<file path="src/hw/rtl/pis_pkg.sv">
// Shared types, codes and saturation helper for the particle integrator step unit.
package pis_pkg;

    // Operation codes of an input transaction
    localparam logic [1:0] OP_STEP      = 2'd0;
    localparam logic [1:0] OP_LOAD_POS  = 2'd1;
    localparam logic [1:0] OP_LOAD_PREV = 2'd2;
    localparam logic [1:0] OP_LOAD_VEL  = 2'd3;

    // Integration modes
    localparam logic [1:0] MODE_EXPLICIT = 2'd0;
    localparam logic [1:0] MODE_SEMI     = 2'd1;
    localparam logic [1:0] MODE_VERLET   = 2'd2;

    // Configuration register indexes
    localparam logic [1:0] CFG_TIME_STEP = 2'd0;
    localparam logic [1:0] CFG_MODE      = 2'd1;
    localparam logic [1:0] CFG_PINNED    = 2'd2;
    localparam logic [1:0] CFG_LIFETIME  = 2'd3;

    localparam int CFG_IDX_W  = 2;
    localparam int CFG_DATA_W = 17;

    // Configuration reset values
    localparam logic [16:0] TIME_STEP_RST = 17'd655;
    localparam logic [15:0] LIFETIME_RST  = 16'd500;

    // Damping factor 0.3 in Q16.16, as a signed multiplier operand
    localparam logic signed [17:0] DAMP_Q = 18'sd19661;

    // Datapath widths
    localparam int MUL_A_W = 33;                  // signed operand (state or difference)
    localparam int MUL_B_W = 18;                  // signed operand (dt or damping)
    localparam int PROD_W  = MUL_A_W + MUL_B_W;   // full product
    localparam int SH_W    = PROD_W - 16;         // product after the Q16.16 shift
    localparam int SUM_W   = SH_W + 2;            // room for three terms

    typedef struct packed {
        logic [1:0]         operation;
        logic signed [31:0] vec_x;
        logic signed [31:0] vec_y;
        logic signed [31:0] vec_z;
    } in_t;

    typedef struct packed {
        logic signed [31:0] pos_x;
        logic signed [31:0] pos_y;
        logic signed [31:0] pos_z;
        logic signed [31:0] vel_x;
        logic signed [31:0] vel_y;
        logic signed [31:0] vel_z;
        logic               advanced;
        logic               saturated;
    } out_t;

    typedef enum logic [2:0] {
        ST_IDLE,
        ST_MUL_F,
        ST_UPD_V,
        ST_MUL_P,
        ST_UPD_P,
        ST_FINISH
    } state_t;

    typedef enum logic [1:0] {
        MSEL_FORCE,
        MSEL_DIFF,
        MSEL_VEL
    } mul_sel_t;

    typedef struct packed {
        logic     capture;   // input transaction accepted this cycle
        logic     step_go;   // accepted transaction is a step that will run
        logic     diff_ld;   // latch pos - prev of the active axis
        logic     upd_v;     // form the new velocity of the active axis
        logic     damp_ld;   // latch the damping term of the active axis
        logic     upd_p;     // write back the active axis and rotate
        logic     out_load;  // load the result register
        mul_sel_t mul_sel;   // multiplier operand select
    } cmd_t;

    typedef struct packed {
        logic step_ok;   // offered transaction is a step that moves the particle
        logic out_free;  // result register can take a new result
    } status_t;

    // Clamp a wide sum to the signed 32-bit range; MSB of the result flags a clamp
    function automatic logic [32:0] sat32(input logic signed [SUM_W-1:0] v);
        logic [32:0] r;
        if ((v[SUM_W-1:31] == '0) || (v[SUM_W-1:31] == '1)) begin
            r = {1'b0, v[31:0]};
        end else if (v[SUM_W-1]) begin
            r = {1'b1, 32'h8000_0000};
        end else begin
            r = {1'b1, 32'h7FFF_FFFF};
        end
        return r;
    endfunction

endpackage

</file>
<file path="src/hw/rtl/particle_integrator_step_unit.sv">
// Top level of the particle integrator step unit.
//
// Holds one point particle (position, previous position, velocity as signed Q16.16
// three-vectors) and returns one result per input transaction with the position and
// velocity after it. A load transaction writes one vector and its result is registered
// in ST_FINISH once the result register is free. A step that moves the particle (not
// pinned, nonzero lifetime, known mode) runs the three axes one after the other through
// a single shared 33x18 multiplier, four steps per axis (force*dt, velocity update,
// damping product, position update), before ST_FINISH; any other step goes directly to
// ST_FINISH. The next transaction is accepted the cycle after the result is registered,
// so none is taken while one is in progress or a previous result still waits on m_ready.
// Configuration writes take effect at once and are meant to be issued while idle.
module particle_integrator_step_unit
    import pis_pkg::*;
(
    input  logic                  aclk,
    input  logic                  aresetn,
    input  logic                  cfg_we,
    input  logic [CFG_IDX_W-1:0]  cfg_index,
    input  logic [CFG_DATA_W-1:0] cfg_wdata,
    input  logic                  s_valid,
    output logic                  s_ready,
    input  in_t                   s_data,
    output logic                  m_valid,
    input  logic                  m_ready,
    output out_t                  m_data
);

    cmd_t    cmd;
    status_t status;

    // Sequence the work
    pis_ctrl u_ctrl (
        .aclk    (aclk),
        .aresetn (aresetn),
        .s_valid (s_valid),
        .s_ready (s_ready),
        .status  (status),
        .cmd     (cmd)
    );

    // Hold state and do the arithmetic
    pis_datapath u_datapath (
        .aclk      (aclk),
        .aresetn   (aresetn),
        .cfg_we    (cfg_we),
        .cfg_index (cfg_index),
        .cfg_wdata (cfg_wdata),
        .s_data    (s_data),
        .cmd       (cmd),
        .status    (status),
        .m_valid   (m_valid),
        .m_ready   (m_ready),
        .m_data    (m_data)
    );

endmodule

</file>
<file path="src/hw/rtl/pis_ctrl.sv">
// Sequencing state machine of the particle integrator step unit.
module pis_ctrl
    import pis_pkg::*;
(
    input  logic    aclk,
    input  logic    aresetn,
    input  logic    s_valid,
    output logic    s_ready,
    input  status_t status,
    output cmd_t    cmd
);

    state_t     state_reg, state_next;
    logic [1:0] axis_reg, axis_next;

    // State and axis counter
    always_ff @(posedge aclk) begin
        if (!aresetn) begin
            state_reg <= ST_IDLE;
            axis_reg  <= 2'd0;
        end else begin
            state_reg <= state_next;
            axis_reg  <= axis_next;
        end
    end

    // Next state
    always_comb begin
        state_next = state_reg;
        axis_next  = axis_reg;
        case (state_reg)
            ST_IDLE: begin
                axis_next = 2'd0;
                if (s_valid) begin
                    state_next = status.step_ok ? ST_MUL_F : ST_FINISH;
                end
            end
            ST_MUL_F: state_next = ST_UPD_V;
            ST_UPD_V: state_next = ST_MUL_P;
            ST_MUL_P: state_next = ST_UPD_P;
            ST_UPD_P: begin
                if (axis_reg == 2'd2) begin
                    state_next = ST_FINISH;
                end else begin
                    axis_next  = axis_reg + 2'd1;
                    state_next = ST_MUL_F;
                end
            end
            ST_FINISH: begin
                if (status.out_free) begin
                    state_next = ST_IDLE;
                end
            end
            default: state_next = ST_IDLE;
        endcase
    end

    // Outputs
    always_comb begin
        s_ready  = 1'b0;
        cmd      = '0;
        cmd.mul_sel = MSEL_FORCE;
        case (state_reg)
            ST_IDLE: begin
                s_ready     = 1'b1;
                cmd.capture = s_valid;
                cmd.step_go = s_valid && status.step_ok;
            end
            ST_MUL_F: begin
                cmd.diff_ld = 1'b1;
                cmd.mul_sel = MSEL_FORCE;
            end
            ST_UPD_V: begin
                cmd.upd_v   = 1'b1;
                cmd.mul_sel = MSEL_DIFF;
            end
            ST_MUL_P: begin
                cmd.damp_ld = 1'b1;
                cmd.mul_sel = MSEL_VEL;
            end
            ST_UPD_P: begin
                cmd.upd_p = 1'b1;
            end
            ST_FINISH: begin
                cmd.out_load = status.out_free;
            end
            default: cmd = '0;
        endcase
    end

endmodule

</file>
<file path="src/hw/rtl/pis_datapath.sv">
// State vectors, configuration, shared multiplier and result register of the integrator.
module pis_datapath
    import pis_pkg::*;
(
    input  logic                  aclk,
    input  logic                  aresetn,
    input  logic                  cfg_we,
    input  logic [CFG_IDX_W-1:0]  cfg_index,
    input  logic [CFG_DATA_W-1:0] cfg_wdata,
    input  in_t                   s_data,
    input  cmd_t                  cmd,
    output status_t               status,
    output logic                  m_valid,
    input  logic                  m_ready,
    output out_t                  m_data
);

    // Configuration
    logic [16:0] ts_reg;
    logic [1:0]  mode_reg;
    logic        pin_reg;
    logic [15:0] life_reg;

    // Particle state; entry 0 is the axis being worked on
    logic signed [31:0] pos_reg   [3];
    logic signed [31:0] prev_reg  [3];
    logic signed [31:0] vel_reg   [3];
    logic signed [31:0] force_reg [3];

    logic signed [MUL_A_W-1:0] diff_reg;
    logic signed [PROD_W-1:0]  prod_reg;
    logic signed [SH_W-1:0]    damp_reg;
    logic signed [31:0]        newvel_reg;
    logic                      adv_reg;
    logic                      sat_reg;
    logic                      m_valid_reg;
    out_t                      out_reg;

    logic signed [MUL_A_W-1:0] mul_a;
    logic signed [MUL_B_W-1:0] mul_b;
    logic signed [PROD_W-1:0]  mul_p;
    logic signed [SH_W-1:0]    prod_sh;
    logic signed [SUM_W-1:0]   vel_sum;
    logic signed [SUM_W-1:0]   pos_sum;
    logic [32:0]               vel_sat;
    logic [32:0]               pos_sat;

    // Write configuration registers
    always_ff @(posedge aclk) begin
        if (!aresetn) begin
            ts_reg   <= TIME_STEP_RST;
            mode_reg <= MODE_EXPLICIT;
            pin_reg  <= 1'b0;
            life_reg <= LIFETIME_RST;
        end else if (cfg_we) begin
            case (cfg_index)
                CFG_TIME_STEP: ts_reg   <= cfg_wdata;
                CFG_MODE:      mode_reg <= cfg_wdata[1:0];
                CFG_PINNED:    pin_reg  <= cfg_wdata[0];
                CFG_LIFETIME:  life_reg <= cfg_wdata[15:0];
                default:       ts_reg   <= ts_reg;
            endcase
        end
    end

    // Decide whether an offered step moves the particle
    assign status.step_ok  = (s_data.operation == OP_STEP) && !pin_reg
                             && (life_reg != 16'd0)
                             && ((mode_reg == MODE_EXPLICIT) || (mode_reg == MODE_SEMI)
                                 || (mode_reg == MODE_VERLET));
    assign status.out_free = !m_valid_reg || m_ready;

    // Select multiplier operands
    always_comb begin
        case (cmd.mul_sel)
            MSEL_FORCE: begin
                mul_a = MUL_A_W'(force_reg[0]);
                mul_b = signed'({1'b0, ts_reg});
            end
            MSEL_DIFF: begin
                mul_a = diff_reg;
                mul_b = DAMP_Q;
            end
            MSEL_VEL: begin
                mul_a = (mode_reg == MODE_EXPLICIT) ? MUL_A_W'(vel_reg[0])
                                                    : MUL_A_W'(newvel_reg);
                mul_b = signed'({1'b0, ts_reg});
            end
            default: begin
                mul_a = '0;
                mul_b = '0;
            end
        endcase
    end

    assign mul_p   = mul_a * mul_b;
    assign prod_sh = prod_reg[PROD_W-1:16];

    // Form the new velocity and new position of the active axis
    assign vel_sum = SUM_W'(vel_reg[0]) + SUM_W'(prod_sh);
    assign pos_sum = SUM_W'(pos_reg[0]) + SUM_W'(damp_reg) + SUM_W'(prod_sh);
    assign vel_sat = sat32(vel_sum);
    assign pos_sat = sat32(pos_sum);

    // Multiply and hold intermediate terms
    always_ff @(posedge aclk) begin
        prod_reg <= mul_p;
        if (cmd.diff_ld) begin
            diff_reg <= MUL_A_W'(pos_reg[0]) - MUL_A_W'(prev_reg[0]);
        end
        if (cmd.upd_v) begin
            newvel_reg <= vel_sat[31:0];
        end
        if (cmd.damp_ld) begin
            damp_reg <= (mode_reg == MODE_VERLET) ? prod_sh : '0;
        end
        if (cmd.capture) begin
            force_reg[0] <= s_data.vec_x;
            force_reg[1] <= s_data.vec_y;
            force_reg[2] <= s_data.vec_z;
        end else if (cmd.upd_p) begin
            force_reg[0] <= force_reg[1];
            force_reg[1] <= force_reg[2];
            force_reg[2] <= force_reg[0];
        end
    end

    // Load or update the particle state, rotating axes after each update
    always_ff @(posedge aclk) begin
        if (!aresetn) begin
            for (int i = 0; i < 3; i++) begin
                pos_reg[i]  <= '0;
                prev_reg[i] <= '0;
                vel_reg[i]  <= '0;
            end
        end else if (cmd.capture) begin
            case (s_data.operation)
                OP_LOAD_POS: begin
                    pos_reg[0] <= s_data.vec_x;
                    pos_reg[1] <= s_data.vec_y;
                    pos_reg[2] <= s_data.vec_z;
                end
                OP_LOAD_PREV: begin
                    prev_reg[0] <= s_data.vec_x;
                    prev_reg[1] <= s_data.vec_y;
                    prev_reg[2] <= s_data.vec_z;
                end
                OP_LOAD_VEL: begin
                    vel_reg[0] <= s_data.vec_x;
                    vel_reg[1] <= s_data.vec_y;
                    vel_reg[2] <= s_data.vec_z;
                end
                default: pos_reg[0] <= pos_reg[0];
            endcase
        end else if (cmd.upd_p) begin
            pos_reg[0]  <= pos_reg[1];
            pos_reg[1]  <= pos_reg[2];
            pos_reg[2]  <= pos_sat[31:0];
            prev_reg[0] <= prev_reg[1];
            prev_reg[1] <= prev_reg[2];
            prev_reg[2] <= pos_reg[0];
            vel_reg[0]  <= vel_reg[1];
            vel_reg[1]  <= vel_reg[2];
            vel_reg[2]  <= newvel_reg;
        end
    end

    // Track step and clamp flags of the current transaction
    always_ff @(posedge aclk) begin
        if (!aresetn) begin
            adv_reg <= 1'b0;
            sat_reg <= 1'b0;
        end else if (cmd.capture) begin
            adv_reg <= cmd.step_go;
            sat_reg <= 1'b0;
        end else begin
            if (cmd.upd_v && vel_sat[32]) begin
                sat_reg <= 1'b1;
            end
            if (cmd.upd_p && pos_sat[32]) begin
                sat_reg <= 1'b1;
            end
        end
    end

    // Hold the result until it is taken
    always_ff @(posedge aclk) begin
        if (!aresetn) begin
            m_valid_reg <= 1'b0;
        end else if (cmd.out_load) begin
            m_valid_reg <= 1'b1;
        end else if (m_ready) begin
            m_valid_reg <= 1'b0;
        end
    end

    always_ff @(posedge aclk) begin
        if (cmd.out_load) begin
            out_reg.pos_x     <= pos_reg[0];
            out_reg.pos_y     <= pos_reg[1];
            out_reg.pos_z     <= pos_reg[2];
            out_reg.vel_x     <= vel_reg[0];
            out_reg.vel_y     <= vel_reg[1];
            out_reg.vel_z     <= vel_reg[2];
            out_reg.advanced  <= adv_reg;
            out_reg.saturated <= sat_reg;
        end
    end

    assign m_valid = m_valid_reg;
    assign m_data  = out_reg;

endmodule
</file>
<file path="config.mk">
export PLATFORM = sky130hd
export DESIGN_NAME = particle_integrator_step_unit
export DESIGN_NICKNAME = d
export VERILOG_FILES = /design/src/hw/rtl/pis_pkg.sv /design/src/hw/rtl/particle_integrator_step_unit.sv /design/src/hw/rtl/pis_ctrl.sv /design/src/hw/rtl/pis_datapath.sv
export SDC_FILE = /design/constraint.sdc
export NUM_CORES = 2
export LEC_CHECK = 0
export BUFFER_PORTS_ARGS = -buffer_cell sky130_fd_sc_hd__buf_2
export CORE_AREA = 5 5 401 403
export CTS_CLUSTER_SIZE = 14
export DETAILED_ROUTE_END_ITERATION = 7
export DIE_AREA = 0 0 406 408
export PLACE_DENSITY = 0.51
export SLEW_MARGIN = 15
export SYNTH_ARGS = -nofsm -noshare
export SYNTH_HDL_FRONTEND = slang
export SYNTH_SLANG_ARGS = --single-unit
</file>
<file path="constraint.sdc">
create_clock -name aclk -period 21.8 [get_ports aclk]
set_input_delay 2.18 -clock aclk [delete_from_list [all_inputs] [get_ports aclk]]
set_output_delay 2.18 -clock aclk [all_outputs]
set_load 0.01 [all_outputs]
</file>
After elaboration in Yosys (flattened, before gate mapping):

Memory sizes are Yosys's and may differ from the RTL's.
Cells that the tools add are included.

* equality and inequality tests: 21
* $add $sub $neg: 5
* $mul: 1
* reductions and logical operators: 33
* muxes and demuxes: 72
* bitwise gates (word level): 23

Operators with widths (number)
* $mux W32: 24
* $mux W33: 3
* $pmux W33 S3: 1
* $add A32 B35 Y36: 2
* $mul A33 B18 Y51: 1
* $add A36 B35 Y37: 1
* $mux W1: 34
* $pmux W17 S2: 1
* $sub A32 B32 Y33: 1
* $or A1 B1 Y1: 22
* $pmux W3 S6: 1
* $reduce_bool A16 Y1: 1
* $eq A2 B2 Y1 const B: 7
* $eq A6 B6 Y1 const B: 2
* $logic_not A6 Y1: 2
* $mux W3: 4
* $reduce_and A2 Y1: 6
* $eq A2 B1 Y1 const B: 4
* $logic_not A2 Y1: 4
* $pmux W2 S2: 2
* $eq A3 B2 Y1 const B: 2
* $eq A3 B3 Y1 const B: 2
* $logic_and A1 B1 Y1: 6
* $reduce_bool A2 Y1: 3
* 11 further kinds: 19

* input bits: 122
* register bits after elaboration: 389
* memories kept: 4
* RAM bits: 384
* output and inout bits: 196

Memory list
* u_datapath.force_reg: words 3, width 32, rd ports 3, clocked after Yosys merged registers in 0, wr ports 3, RTL line pis_datapath.sv:28 `logic signed [31:0] force_reg [3];`
* u_datapath.pos_reg: words 3, width 32, rd ports 3, clocked after Yosys merged registers in 0, wr ports 3, RTL line pis_datapath.sv:25 `logic signed [31:0] pos_reg [3];`
* u_datapath.prev_reg: words 3, width 32, rd ports 3, clocked after Yosys merged registers in 0, wr ports 3, RTL line pis_datapath.sv:26 `logic signed [31:0] prev_reg [3];`
* u_datapath.vel_reg: words 3, width 32, rd ports 3, clocked after Yosys merged registers in 0, wr ports 3, RTL line pis_datapath.sv:27 `logic signed [31:0] vel_reg [3];`

Logic depth before layout (Yosys ltp):

* depth in word-level cells: 12
* depth in mapped cells: 31
* mapped depth without buffers: 29

Modules after synthesis:

A second synthesis with hierarchy kept.

* cell total of the unflattened synthesis: 5019
* area total of the unflattened synthesis: 53675.2 µm²

Modules (own cells, without submodules)
* pis_datapath: cells an instance 4975, area an instance 53319.9 µm², instances 1, sequential area each 21840.9 µm²
* pis_ctrl: cells an instance 44, area an instance 355.3 µm², instances 1, sequential area each 100.1 µm²

Worst setup path before layout:

Ideal clock, no wire load.

* path type: input port to flip-flop
* start: input port m_ready
* end: register u_datapath.out_reg, in the netlist u_datapath.m_data[0], enable pin
* data arrival time: 10.253 ns
* path buffers: 0
* setup time: 0.751 ns
* stages on the path: 2
* setup slack: 10.795 ns
* cell sequence: nor2b_1 nor2_1

RTL lines
* start: declaration: RTL line particle_integrator_step_unit.sv:25 `input logic m_ready,`
* end: declaration: RTL line pis_datapath.sv:37 `out_t out_reg;`

Worst setup path after layout:

* start: register u_ctrl.state_reg[2]
* end: register u_datapath.prod_reg[47]

* longest elaborated chain between the ends: 6
* elaborated cells between the ends (all ways): 10
* those cells by class: mul: 1; eq/ne: 4; mux: 3; reduce/logical: 2

RTL lines
* start: declaration: RTL line pis_ctrl.sv:13 `state_t state_reg, state_next;`
* start signal: assignment: RTL line pis_ctrl.sv:22 `state_reg <= state_next;`
* $eq A3 B2 Y1: RTL line pis_ctrl.sv:63 `case (state_reg)`
* $pmux W2 S2 (*): RTL line pis_ctrl.sv:63
* $eq A2 B2 Y1 or $logic_not A2 Y1 (tied branches): RTL line pis_datapath.sv:75 `case (cmd.mul_sel)`
* $reduce_or A2 Y1 (no source line)
* $pmux W17 S2: RTL line pis_datapath.sv:75
* $mul A33 B18 Y51 (*): RTL line pis_datapath.sv:96 `assign mul_p = mul_a * mul_b;`
* via u_datapath.mul_p[47]: RTL line pis_datapath.sv:41 `logic signed [PROD_W-1:0] mul_p;`
* end signal: assignment: RTL line pis_datapath.sv:107 `prod_reg <= mul_p;`
* end: declaration: RTL line pis_datapath.sv:31 `logic signed [PROD_W-1:0] prod_reg;`

Mark *: on every way through the listed nets, which the timed path passes. The rest lies on a longest branch.
A chain may end at the register's enable or synchronous reset.

==> metrics <==
Setup CP Type reg -> reg; Netlist cell types 84; worst-path maximum fanout 49; post-CTS sizing 0; number of global-route vias before repair 39000; worst clock skew 0.0349 ns; Syn-to-layout area delta 12.9%; Max stage delay on crit path 0.78 ns; Initial Utilization 0.337; Cells after Synth 4818; antenna viol nets, final 0; CTS H-tree lvls 3; fin crit share 0.503; drt pass-1 iters 5; CTS max path bufs 3; worst slew pin tran 1.20 ns; Post-Syn Area 53000 µm²; max_cap viols 0; ys async rst share 0; Post-synth EDFFs 678; CP Launch Type flip-flop; status finished, final reports clean; die width 406 µm; Critical Path Sink Type flip-flop; register area share after synthesis 0.414; proportion of layout cells with a drive suffix above 1 0.111; Clk pin slew, worst setup/hold paths 0.06 ns; Ys Warns 0; TritonCTS clock tree done; Final #Nets 5988; drt drc 0; GRT Total Usage 0.215; Setup Viol. Count Final 0; clk sinks 757; syn_nets 5732; initial antenna violation count 14; Core Box Area 157000 µm²; Top Ports 318; max FFs per register 194; CP arrival 11.54 ns; grt ovf 0; die area 166000 µm²; first-pass GRT wire length 266 mm; vias 37600; Hold Path Class reg -> reg; largest area contributor in the netlist edfxtp_1; RSZ-0062 raised after global routing no; # hold bufs at CTS 0; Slew Viols, Final 0; Final Critical Period 10.97 ns; Row Count 146; worst-skew pair later-pin latency 0.70 ns; Wirelength per Cell 24.6 µm; total CTS buffers 84; die boundary height 408 µm; number of failing hold endpoints at the final stage 0; Setup Buffers After CTS 0; fill count 15600; Critical Path RT 22.37 ns; top-area cell type share of the netlist area 0.384; synthesized area per cell 11.0 µm²; Max Clk Rate 91.2 MHz; max_slew headroom 0.194; GP Congestion 0.943; ys flop type edfxtp_1; DR iter-0 viols 3240; CP max-delay cell a21oi_1; hpwl dp 136 mm; top cells by area in the synthesized netlist edfxtp_1 (38%), fa_1 (22%), nand2_1 (5.9%); largest net degree at the start of global routing 126; setup TNS 0 ns; routed wire length 178 mm; most instantiated cells after synthesis nand2_1 (835), edfxtp_1 (678), inv_1 (659); CTS root buf clkbuf_16; # port buffers 317; count leader, synth nand2_1; register area 21900 µm²; multi-input logic area 27900 µm²; #FFs+latches synth 757; Via density 5.21; Crit path top cell by count fa_1
==> path summary, 6_finish.rpt <==
path                             startpoint                       to  cells after the start  slack, ns
setup / recovery        u_ctrl.state_reg[2]  u_datapath.prod_reg[47]                     30      10.83
hold / removal    u_datapath.pos_reg[0][36]   u_datapath.m_data[134]                      0       0.45
setup reg to reg        u_ctrl.state_reg[2]  u_datapath.prod_reg[47]                     30      10.83
hold reg to reg   u_datapath.pos_reg[0][36]   u_datapath.m_data[134]                      0       0.45
==> per-layer routing <==
metal,up-vias,track usage,wire length (µm)
met1,19300,0.310,79700
met3,231,0.0432,13600
met5,-,0,82
li1,16700,-,-
met4,12,0.0574,4740
met2,1406,0.332,79600
==> critical path, delay by kind of cell (launching register included) <==
| family | cells | cell delay (ns) |
|---|---|---|
| compound gates | 6 | 2.28 |
| xor+xnor | 1 | 0.13 |
| fa+ha+maj | 7 | 3.34 |
| buf+inv | 8 | 1.94 |
| flops | 1 | 0.45 |
| simple gates | 8 | 2.61 |
==> cells by family (layout without fill, tap and decap cells) <==
group,after synthesis,in the layout,synth area share
muxes,39,39,0.00742
other,0,2,0
adders and majority gates,792,792,0.268
buffers and inverters,872,1196,0.0630
xor gates and xnor gates,118,118,0.0195
DFF,757,757,0.414
and+or+nand+nor,1416,1416,0.113
AOI/OAI and AO/OA,824,824,0.115
==> area by class of cell <==
type	count	area share
antenna	2	0.0000837
clock buffer	97	0.0368
clock inverter	57	0.0110
inverter	660	0.0415
multi-input combinational	3189	0.466
sequential	757	0.367
tap	2072	0.0433
timing repair buffer	382	0.0349
==> metrics by stage <==
stage | std cells | hold slack (ns) | area [µm²] | setup WS [ns] | util
after global routing | 7214 | 0.450 | 59800 | 10.06 | 0.381
after detailed placement | 7060 | 0.434 | 57000 | 10.94 | 0.363
after global placement | 7060 | 0.431 | 57000 | 11.22 | 0.363
final | 7216 | 0.447 | 59800 | 10.83 | 0.381
after floorplan | 4818 | 0.400 | 53000 | 10.80 | -
after CTS | 7214 | 0.443 | 59800 | 10.90 | 0.381
==> placed cells by master (no fill, tap or decap), types with 59 or more instances in the layout <==
| cell type | instances |
|---|---|
| a21o_1 | 69 |
| a21oi_1 | 143 |
| a22o_1 | 262 |
| and2_1 | 59 |
| buf_2 | 317 |
| buf_4 | 64 |
| clkbuf_16 | 86 |
| dfxtp_1 | 79 |
| edfxtp_1 | 678 |
| fa_1 | 572 |
| ha_1 | 220 |
| inv_1 | 658 |
| nand2_1 | 831 |
| nor2_1 | 297 |
| o21ai_0 | 91 |
| xnor2_1 | 79 |
Power is left out: the tool's default activity adds up to more than one toggle a clock period on the data nets, which glitch-free logic cannot reach.
